## src/design/deq_pkg.sv

```systemverilog
// deq_pkg: types, constants and index helpers for the double-ended queue
// used by deq_ctrl, deq_datapath and double_ended_queue; no dependencies
`timescale 1ns / 1ps
`default_nettype none

package deq_pkg;

	localparam int DEPTH   = 16;
	localparam int DATA_W  = 32;
	localparam int IDX_W   = (DEPTH > 1) ? $clog2(DEPTH) : 1;
	localparam int COUNT_W = $clog2(DEPTH + 1);
	localparam int SUM_W   = COUNT_W + 1;

	typedef logic [IDX_W-1:0]   idx_t;
	typedef logic [COUNT_W-1:0] count_t;
	typedef logic [DATA_W-1:0]  data_t;

	typedef enum logic [1:0] {
		FUNC_PUSH_RIGHT = 2'd0,
		FUNC_POP_LEFT   = 2'd1,
		FUNC_POP_RIGHT  = 2'd2,
		FUNC_STATUS     = 2'd3
	} func_t;

	typedef enum logic [1:0] {
		ST_IDLE,
		ST_EXEC,
		ST_SETTLE,
		ST_RESP
	} state_t;

	typedef struct packed {
		func_t func;
		data_t item;
	} req_t;

	typedef struct packed {
		data_t  popped_item;
		logic   op_error;
		data_t  left_item;
		data_t  right_item;
		logic   is_empty;
		logic   is_full;
		count_t item_count;
	} result_t;

	typedef struct packed {
		logic capture;
		logic execute;
	} ctrl_t;

	// base + offset modulo DEPTH, base below DEPTH and offset at most DEPTH
	function automatic idx_t wrap_add(idx_t base, count_t offset);
		logic [SUM_W-1:0] sum;
		sum = SUM_W'(base) + SUM_W'(offset);
		if (sum >= SUM_W'(DEPTH)) begin
			sum = sum - SUM_W'(DEPTH);
		end
		return IDX_W'(sum);
	endfunction

endpackage

`default_nettype wire

```

## src/design/deq_ram.sv

```systemverilog
// deq_ram: generic ram, one write port and two registered read ports
// no dependencies
`timescale 1ns / 1ps
`default_nettype none

module deq_ram #(
	parameter int WIDTH = 32,
	parameter int DEPTH = 16
) (
	input  wire logic                                  clk,
	input  wire logic                                  we,
	input  wire logic [((DEPTH > 1) ? $clog2(DEPTH) : 1)-1:0] waddr,
	input  wire logic [WIDTH-1:0]                      wdata,
	input  wire logic [((DEPTH > 1) ? $clog2(DEPTH) : 1)-1:0] raddr_a,
	output logic      [WIDTH-1:0]                      rdata_a,
	input  wire logic [((DEPTH > 1) ? $clog2(DEPTH) : 1)-1:0] raddr_b,
	output logic      [WIDTH-1:0]                      rdata_b
);

	logic [WIDTH-1:0] mem_q [DEPTH];

	always_ff @(posedge clk) begin
		if (we) begin
			mem_q[waddr] <= wdata;
		end
		rdata_a <= mem_q[raddr_a];
		rdata_b <= mem_q[raddr_b];
	end

endmodule

`default_nettype wire

```

## src/design/deq_ctrl.sv

```systemverilog
// deq_ctrl: transaction sequencer for the double-ended queue
// depends on deq_pkg
`timescale 1ns / 1ps
`default_nettype none

module deq_ctrl (
	input  wire logic          clk,
	input  wire logic          arst_n,
	input  wire logic          start,
	output logic               busy,
	output logic               done,
	output deq_pkg::ctrl_t     cmd
);

	deq_pkg::state_t state_q;
	deq_pkg::state_t state_next;

	always_ff @(posedge clk or negedge arst_n) begin
		if (!arst_n) begin
			state_q <= deq_pkg::ST_IDLE;
		end else begin
			state_q <= state_next;
		end
	end

	always_comb begin
		state_next = state_q;
		unique case (state_q)
			deq_pkg::ST_IDLE: begin
				if (start) begin
					state_next = deq_pkg::ST_EXEC;
				end
			end
			deq_pkg::ST_EXEC:   state_next = deq_pkg::ST_SETTLE;
			deq_pkg::ST_SETTLE: state_next = deq_pkg::ST_RESP;
			deq_pkg::ST_RESP:   state_next = deq_pkg::ST_IDLE;
		endcase
	end

	always_comb begin
		busy        = 1'b1;
		done        = 1'b0;
		cmd.capture = 1'b0;
		cmd.execute = 1'b0;
		unique case (state_q)
			deq_pkg::ST_IDLE: begin
				busy        = 1'b0;
				cmd.capture = start;
			end
			deq_pkg::ST_EXEC:   cmd.execute = 1'b1;
			deq_pkg::ST_SETTLE: ;
			deq_pkg::ST_RESP:   done = 1'b1;
		endcase
	end

endmodule

`default_nettype wire

```

## src/design/deq_datapath.sv

```systemverilog
// deq_datapath: pointers, fill count, slot ram and result formation
// depends on deq_pkg and deq_ram
`timescale 1ns / 1ps
`default_nettype none

module deq_datapath (
	input  wire logic             clk,
	input  wire logic             arst_n,
	input  wire deq_pkg::ctrl_t   cmd,
	input  wire deq_pkg::req_t    req,
	output deq_pkg::result_t      result
);

	deq_pkg::func_t  func_q;
	deq_pkg::data_t  item_q;
	deq_pkg::idx_t   left_q;
	deq_pkg::count_t count_q;
	deq_pkg::data_t  popped_q;
	logic            error_q;

	deq_pkg::idx_t   left_idx;
	deq_pkg::idx_t   right_idx;
	deq_pkg::idx_t   push_idx;
	deq_pkg::data_t  left_rd;
	deq_pkg::data_t  right_rd;
	logic            is_empty;
	logic            is_full;
	logic            push_we;

	assign is_empty  = (count_q == '0);
	assign is_full   = (count_q == deq_pkg::COUNT_W'(deq_pkg::DEPTH));
	assign left_idx  = left_q;
	assign right_idx = deq_pkg::wrap_add(left_q, count_q - 1'b1);
	assign push_idx  = deq_pkg::wrap_add(left_q, count_q);
	assign push_we   = cmd.execute && (func_q == deq_pkg::FUNC_PUSH_RIGHT) && !is_full;

	deq_ram #(
		.WIDTH (deq_pkg::DATA_W),
		.DEPTH (deq_pkg::DEPTH)
	) u_slots (
		.clk     (clk),
		.we      (push_we),
		.waddr   (push_idx),
		.wdata   (item_q),
		.raddr_a (left_idx),
		.rdata_a (left_rd),
		.raddr_b (right_idx),
		.rdata_b (right_rd)
	);

	always_ff @(posedge clk) begin
		if (cmd.capture) begin
			func_q <= req.func;
			item_q <= req.item;
		end
	end

	always_ff @(posedge clk or negedge arst_n) begin
		if (!arst_n) begin
			left_q   <= '0;
			count_q  <= '0;
			popped_q <= '0;
			error_q  <= 1'b0;
		end else if (cmd.execute) begin
			unique case (func_q)
				deq_pkg::FUNC_PUSH_RIGHT: begin
					popped_q <= '0;
					error_q  <= is_full;
					if (!is_full) begin
						count_q <= count_q + 1'b1;
					end
				end
				deq_pkg::FUNC_POP_LEFT: begin
					error_q <= is_empty;
					if (is_empty) begin
						popped_q <= '0;
					end else begin
						popped_q <= left_rd;
						left_q   <= deq_pkg::wrap_add(left_q, deq_pkg::COUNT_W'(1));
						count_q  <= count_q - 1'b1;
					end
				end
				deq_pkg::FUNC_POP_RIGHT: begin
					error_q <= is_empty;
					if (is_empty) begin
						popped_q <= '0;
					end else begin
						popped_q <= right_rd;
						count_q  <= count_q - 1'b1;
					end
				end
				deq_pkg::FUNC_STATUS: begin
					popped_q <= '0;
					error_q  <= 1'b0;
				end
			endcase
		end
	end

	// peeks read zero when nothing is held
	always_comb begin
		result.popped_item = popped_q;
		result.op_error    = error_q;
		result.left_item   = is_empty ? '0 : left_rd;
		result.right_item  = is_empty ? '0 : right_rd;
		result.is_empty    = is_empty;
		result.is_full     = is_full;
		result.item_count  = count_q;
	end

endmodule

`default_nettype wire

```

## src/design/double_ended_queue.sv

```systemverilog
// double_ended_queue: top level of the ring-buffer double-ended queue
// depends on deq_pkg, deq_ctrl, deq_datapath and deq_ram
//
// usage:
//   a request transaction (req.func, req.item) is taken at a rising edge
//   where start is high and busy is low. func selects push right, pop
//   left, pop right or status only; item is used by a push.
//   every request gives one result transaction: result is valid for the
//   single cycle in which done is high, and the receiver cannot stall it.
//   done is high in ST_RESP, after the ST_EXEC and ST_SETTLE states that
//   follow the accepting edge; busy drops in the cycle after done, so a
//   new request is not taken before the last one is through. the slot
//   ram sets the sequence: the current ends are read, pointers updated and
//   the slot written, then the new ends read after the write.
//   pop on empty and push on full set op_error and leave the queue alone.
//   reset empties the queue (left pointer and fill count cleared); the
//   slot ram is not cleared, since only held entries are ever read.
`timescale 1ns / 1ps
`default_nettype none

module double_ended_queue (
	input  wire logic             clk,
	input  wire logic             arst_n,
	input  wire logic             start,
	output logic                  busy,
	input  wire deq_pkg::req_t    req,
	output logic                  done,
	output deq_pkg::result_t      result
);

	deq_pkg::ctrl_t cmd;

	deq_ctrl u_ctrl (
		.clk    (clk),
		.arst_n (arst_n),
		.start  (start),
		.busy   (busy),
		.done   (done),
		.cmd    (cmd)
	);

	deq_datapath u_datapath (
		.clk    (clk),
		.arst_n (arst_n),
		.cmd    (cmd),
		.req    (req),
		.result (result)
	);

endmodule

`default_nettype wire

```

## config.mk

```make
export PLATFORM = sky130hd
export DESIGN_NAME = double_ended_queue
export DESIGN_NICKNAME = d
export VERILOG_FILES = /design/src/design/deq_pkg.sv /design/src/design/deq_ram.sv /design/src/design/deq_ctrl.sv /design/src/design/deq_datapath.sv /design/src/design/double_ended_queue.sv
export SDC_FILE = /design/constraint.sdc
export NUM_CORES = 1
export LEC_CHECK = 0
export BUFFER_PORTS_ARGS = -buffer_cell sky130_fd_sc_hd__buf_2
export CORE_MARGIN = 5
export CORE_UTILIZATION = 50
export DETAILED_ROUTE_END_ITERATION = 16
export MAX_ROUTING_LAYER = met4
export PLACE_DENSITY = 0.67
export SLEW_MARGIN = 10
export SYNTH_ARGS = -nofsm -noshare
export SYNTH_HDL_FRONTEND = slang
export SYNTH_SLANG_ARGS = --single-unit
export TNS_END_PERCENT = 100
```

## constraint.sdc

```tcl
create_clock -name clk -period 5 [get_ports clk]
set_input_delay 0.75 -clock clk [delete_from_list [all_inputs] [get_ports clk]]
set_output_delay 0.75 -clock clk [all_outputs]
set_load 0.1 [all_outputs]
```

==> impl_metrics.env <==
export IMPL_cts_buffers=70
export IMPL_period_minus_slack_ns=3.82
export IMPL_grt_max_degree=123
export IMPL_num_io_pins=143
export IMPL_synth_flop_cell="edfxtp_1"
export IMPL_drive_above_1_share=0.294
export IMPL_ys_warn_count=0
export IMPL_dp_hpwl_mm=40.1
export IMPL_fin_worst_skew_ns=0.0305
export IMPL_htree_levels=3
export IMPL_avgViaCountPerCell=6.39
export IMPL_antenna_found_initial=1
export IMPL_ys_types=40
export IMPL_worstPathCellList="inv_1, ha_1, or4b_4, and2_1, buf_2"
export IMPL_wl_per_cell_um=28.9
export IMPL_grt_pass1_wl_mm=110
export IMPL_cts_sinks=654
export IMPL_place_inst=2436
export IMPL_hold_violations=0
export IMPL_die_area_mm2=0.0626
export IMPL_start_util=0.502
export IMPL_avgSynthCellArea_um2=18.0
export IMPL_syn_nets=1660
export IMPL_start_kind="flop"
export IMPL_r2r_end="u_datapath.u_slots.rdata_b[26]$_DFF_P_"
export IMPL_area_delta_synth_final_pct=14.0
export IMPL_synth_top_cell_area_share=0.569
export IMPL_antenna_left=0
export IMPL_slew_viol_final=0
export IMPL_clock_path_buffers=3
export IMPL_worstRegToRegCells=6
export IMPL_instances_no_fill=2566
export IMPL_insertion_delay_ns=0.60
export IMPL_critical_path_class="flop to output port"
export IMPL_synth_seq_cells=654
export IMPL_grt_usage=0.241
export IMPL_slew_headroom=0.174
export IMPL_post_cts_resized=0
export IMPL_netlist_instances=1602
export IMPL_vias=16400
export IMPL_arrival_ns=3.07
export IMPL_crit_fanout=67
export IMPL_hold_path_class="primary input to asynchronous set/reset pin"
export IMPL_synth_area_top_cells="edfxtp_1 57%, mux4_2 15%, mux2i_1 7.8%"
export IMPL_dr_pass1_iters=5
export IMPL_clock_fmax_mhz=262
export IMPL_worst_setup_path_end_kind="output port"
export IMPL_post_cts_setup_buffers=0
export IMPL_synth_edf_count=546
export IMPL_postLayoutCellArea_mm2=0.0328
export IMPL_maxCapViolCount=0
export IMPL_grt_pass1_vias=16600
export IMPL_synth_seq_area_share=0.651
export IMPL_die_h_um=250
export IMPL_critical_path_max_stage_delay_ns=0.76
export IMPL_drt_iter0_markers=1781
export IMPL_fin_tns_setup_ns=0
export IMPL_cp_startpoint="u_datapath.count_q[0]$_DFFE_PN0P_"
export IMPL_syn_area_mm2=0.0288
export IMPL_clk_pin_slew_worst_paths_ns=0.06
export IMPL_ys_async_sr_fraction=0.0673
export IMPL_status="complete, no violations"
export IMPL_required_ns=4.25
export IMPL_fin_nets=1801
export IMPL_rsz0062_at_grt="false"
export IMPL_diodes=0
export IMPL_cts_root_buf="clkbuf_16"
export IMPL_postCtsHoldBufs=0
export IMPL_die_width_um=250
export IMPL_final_period_utilization=0.764
export IMPL_critical_path_slowest_cell="or4b_4"
export IMPL_reg2reg_slack_ns=1.49
export IMPL_worst_pin_slew_ns=1.24
export IMPL_endpoint="result[54]"
export IMPL_io_buffers=142
export IMPL_wl_mm=74.0
export IMPL_cts_tree="yes"
export IMPL_core_mm2=0.0574
export IMPL_regToRegStartpoint="u_datapath.left_idx[1]$_DFFE_PN0P_"
export IMPL_drc=0
export IMPL_gp_congestion=0.785
export IMPL_setup_viol=0
export IMPL_overflow=0
export IMPL_rows=88
export IMPL_placed_area_mm2=0.0305
export IMPL_yosys_area_top_type="edfxtp_1"
## critical path, delay by kind of cell (launching register included)
| kind | cells | cell delay, ns |
|---|---|---|
| fa+ha+maj | 1 | 0.27 |
| buf+inv | 2 | 0.60 |
| flops | 1 | 0.47 |
| simple gates | 2 | 1.11 |
## cell usage after synthesis, types with 2 or more instances
cell,count
a21o_1,2
a21oi_1,20
a221o_1,18
a221oi_1,64
a22oi_1,46
a32oi_1,2
and2_1,53
and2_4,15
and3_1,17
buf_1,5
buf_2,42
buf_4,6
buf_6,9
clkbuf_1,56
dfrtp_1,44
dfxtp_1,64
edfxtp_1,546
fa_1,2
ha_1,19
inv_1,13
mux2_2,2
mux2i_1,225
mux4_2,192
nand2_1,38
nand3_1,2
nor2_1,19
nor2b_1,4
nor3_1,18
nor3b_1,2
o21ai_0,33
xnor2_1,6
xnor2_2,2
xor2_1,9
## metal layers
layer | vias up | track usage | share of wire
li1 | 6875 | - | -
met1 | 8638 | 0.340 | 0.41
met2 | 773 | 0.373 | 0.48
met3 | 114 | 0.0403 | 0.084
met4 | 0 | 0.0650 | 0.024
met5 | - | - | 0
## layout make-up
| type | count | area (um^2) |
|---|---|---|
| Clock inverter | 28 | 338 |
| Inverter | 13 | 48.8 |
| Sequential cell | 654 | 18800 |
| Multi-Input combinational cell | 817 | 9560 |
| Tap cell | 765 | 957 |
| Clock buffer | 102 | 2010 |
| Fill cell | 4275 | 24500 |
| Timing Repair Buffer | 187 | 1150 |
## cells in the final DEF, fill, tap and decap left out, drive strengths merged, types with 2 or more instances in the layout
cell type,instances
dfxtp,64
xor2,9
fa,2
nand3,2
edfxtp,546
bufinv,7
buf,187
a21oi,20
a22oi,46
a221oi,64
ha,19
inv,16
nand2,38
nor3,18
o21ai,33
mux2,2
nor2b,4
clkinv,16
mux2i,225
nor2,19
xnor2,8
dfrtp,44
mux4,192
clkbuf,102
clkinvlp,2
and2,68
a32oi,2
and3,18
a221o,18
nor3b,2
a21o,2
## kinds of logic (layout without fill, tap and decap cells)
group           count (synthesis)  in the layout  synth area share
flops                         654            654             0.651
xor+xnor                       17             17           0.00569
compound gates                188            188            0.0489
fa+ha+maj                      21             21           0.00964
buf+inv                       131            330            0.0220
mux                           419            419             0.229
simple gates                  172            172            0.0334
## sequential cells by signal (all words and copies together), names as in the netlist
name and count:
u_datapath.u_slots.mem_q 512, u_datapath.item_q 32, u_datapath.popped_q 32, u_datapath.u_slots.rdata_a 32, u_datapath.u_slots.rdata_b 32, u_datapath.count_q 5, u_datapath.left_idx 4, u_ctrl.state_q 2
u_datapath.func_q 2, u_datapath.error_q 1
## through the flow
| stage | utilization | hold WS (ns) | setup slack [ns] |
|---|---|---|---|
| floorplan | - | 0.454 | 0.00320 |
| global placement | 0.532 | 0.460 | 1.54 |
| detailed placement | 0.532 | 0.470 | 1.49 |
| CTS | 0.573 | 0.286 | 1.15 |
| global route | 0.573 | 0.299 | 1.03 |
| finish | 0.573 | 0.298 | 1.18 |
## how the worst min path moves through the flow
stage                                           start                                   to  slack [ns]  depth (start not counted)
2_1_floorplan                                  arst_n        u_ctrl.state_q[0]$_DFFE_PN0P_        0.45                          0
3_3_place_gp   u_datapath.u_slots.rdata_a[29]$_DFF_P_  u_datapath.popped_q[29]$_DFFE_PN0N_        0.46                          1
3_5_place_dp    u_datapath.u_slots.rdata_a[7]$_DFF_P_   u_datapath.popped_q[7]$_DFFE_PN0N_        0.47                          1
4_1_cts                                        arst_n  u_datapath.popped_q[28]$_DFFE_PN0N_        0.29                          1
5_1_grt                                       req[16]      u_datapath.item_q[16]$_DFFE_PP_        0.30                          1
6_report                                       arst_n  u_datapath.popped_q[28]$_DFFE_PN0N_        0.30                          1
Power is not shown: default switching activity piles up to over one toggle a cycle in this logic, so the estimate is an artifact.
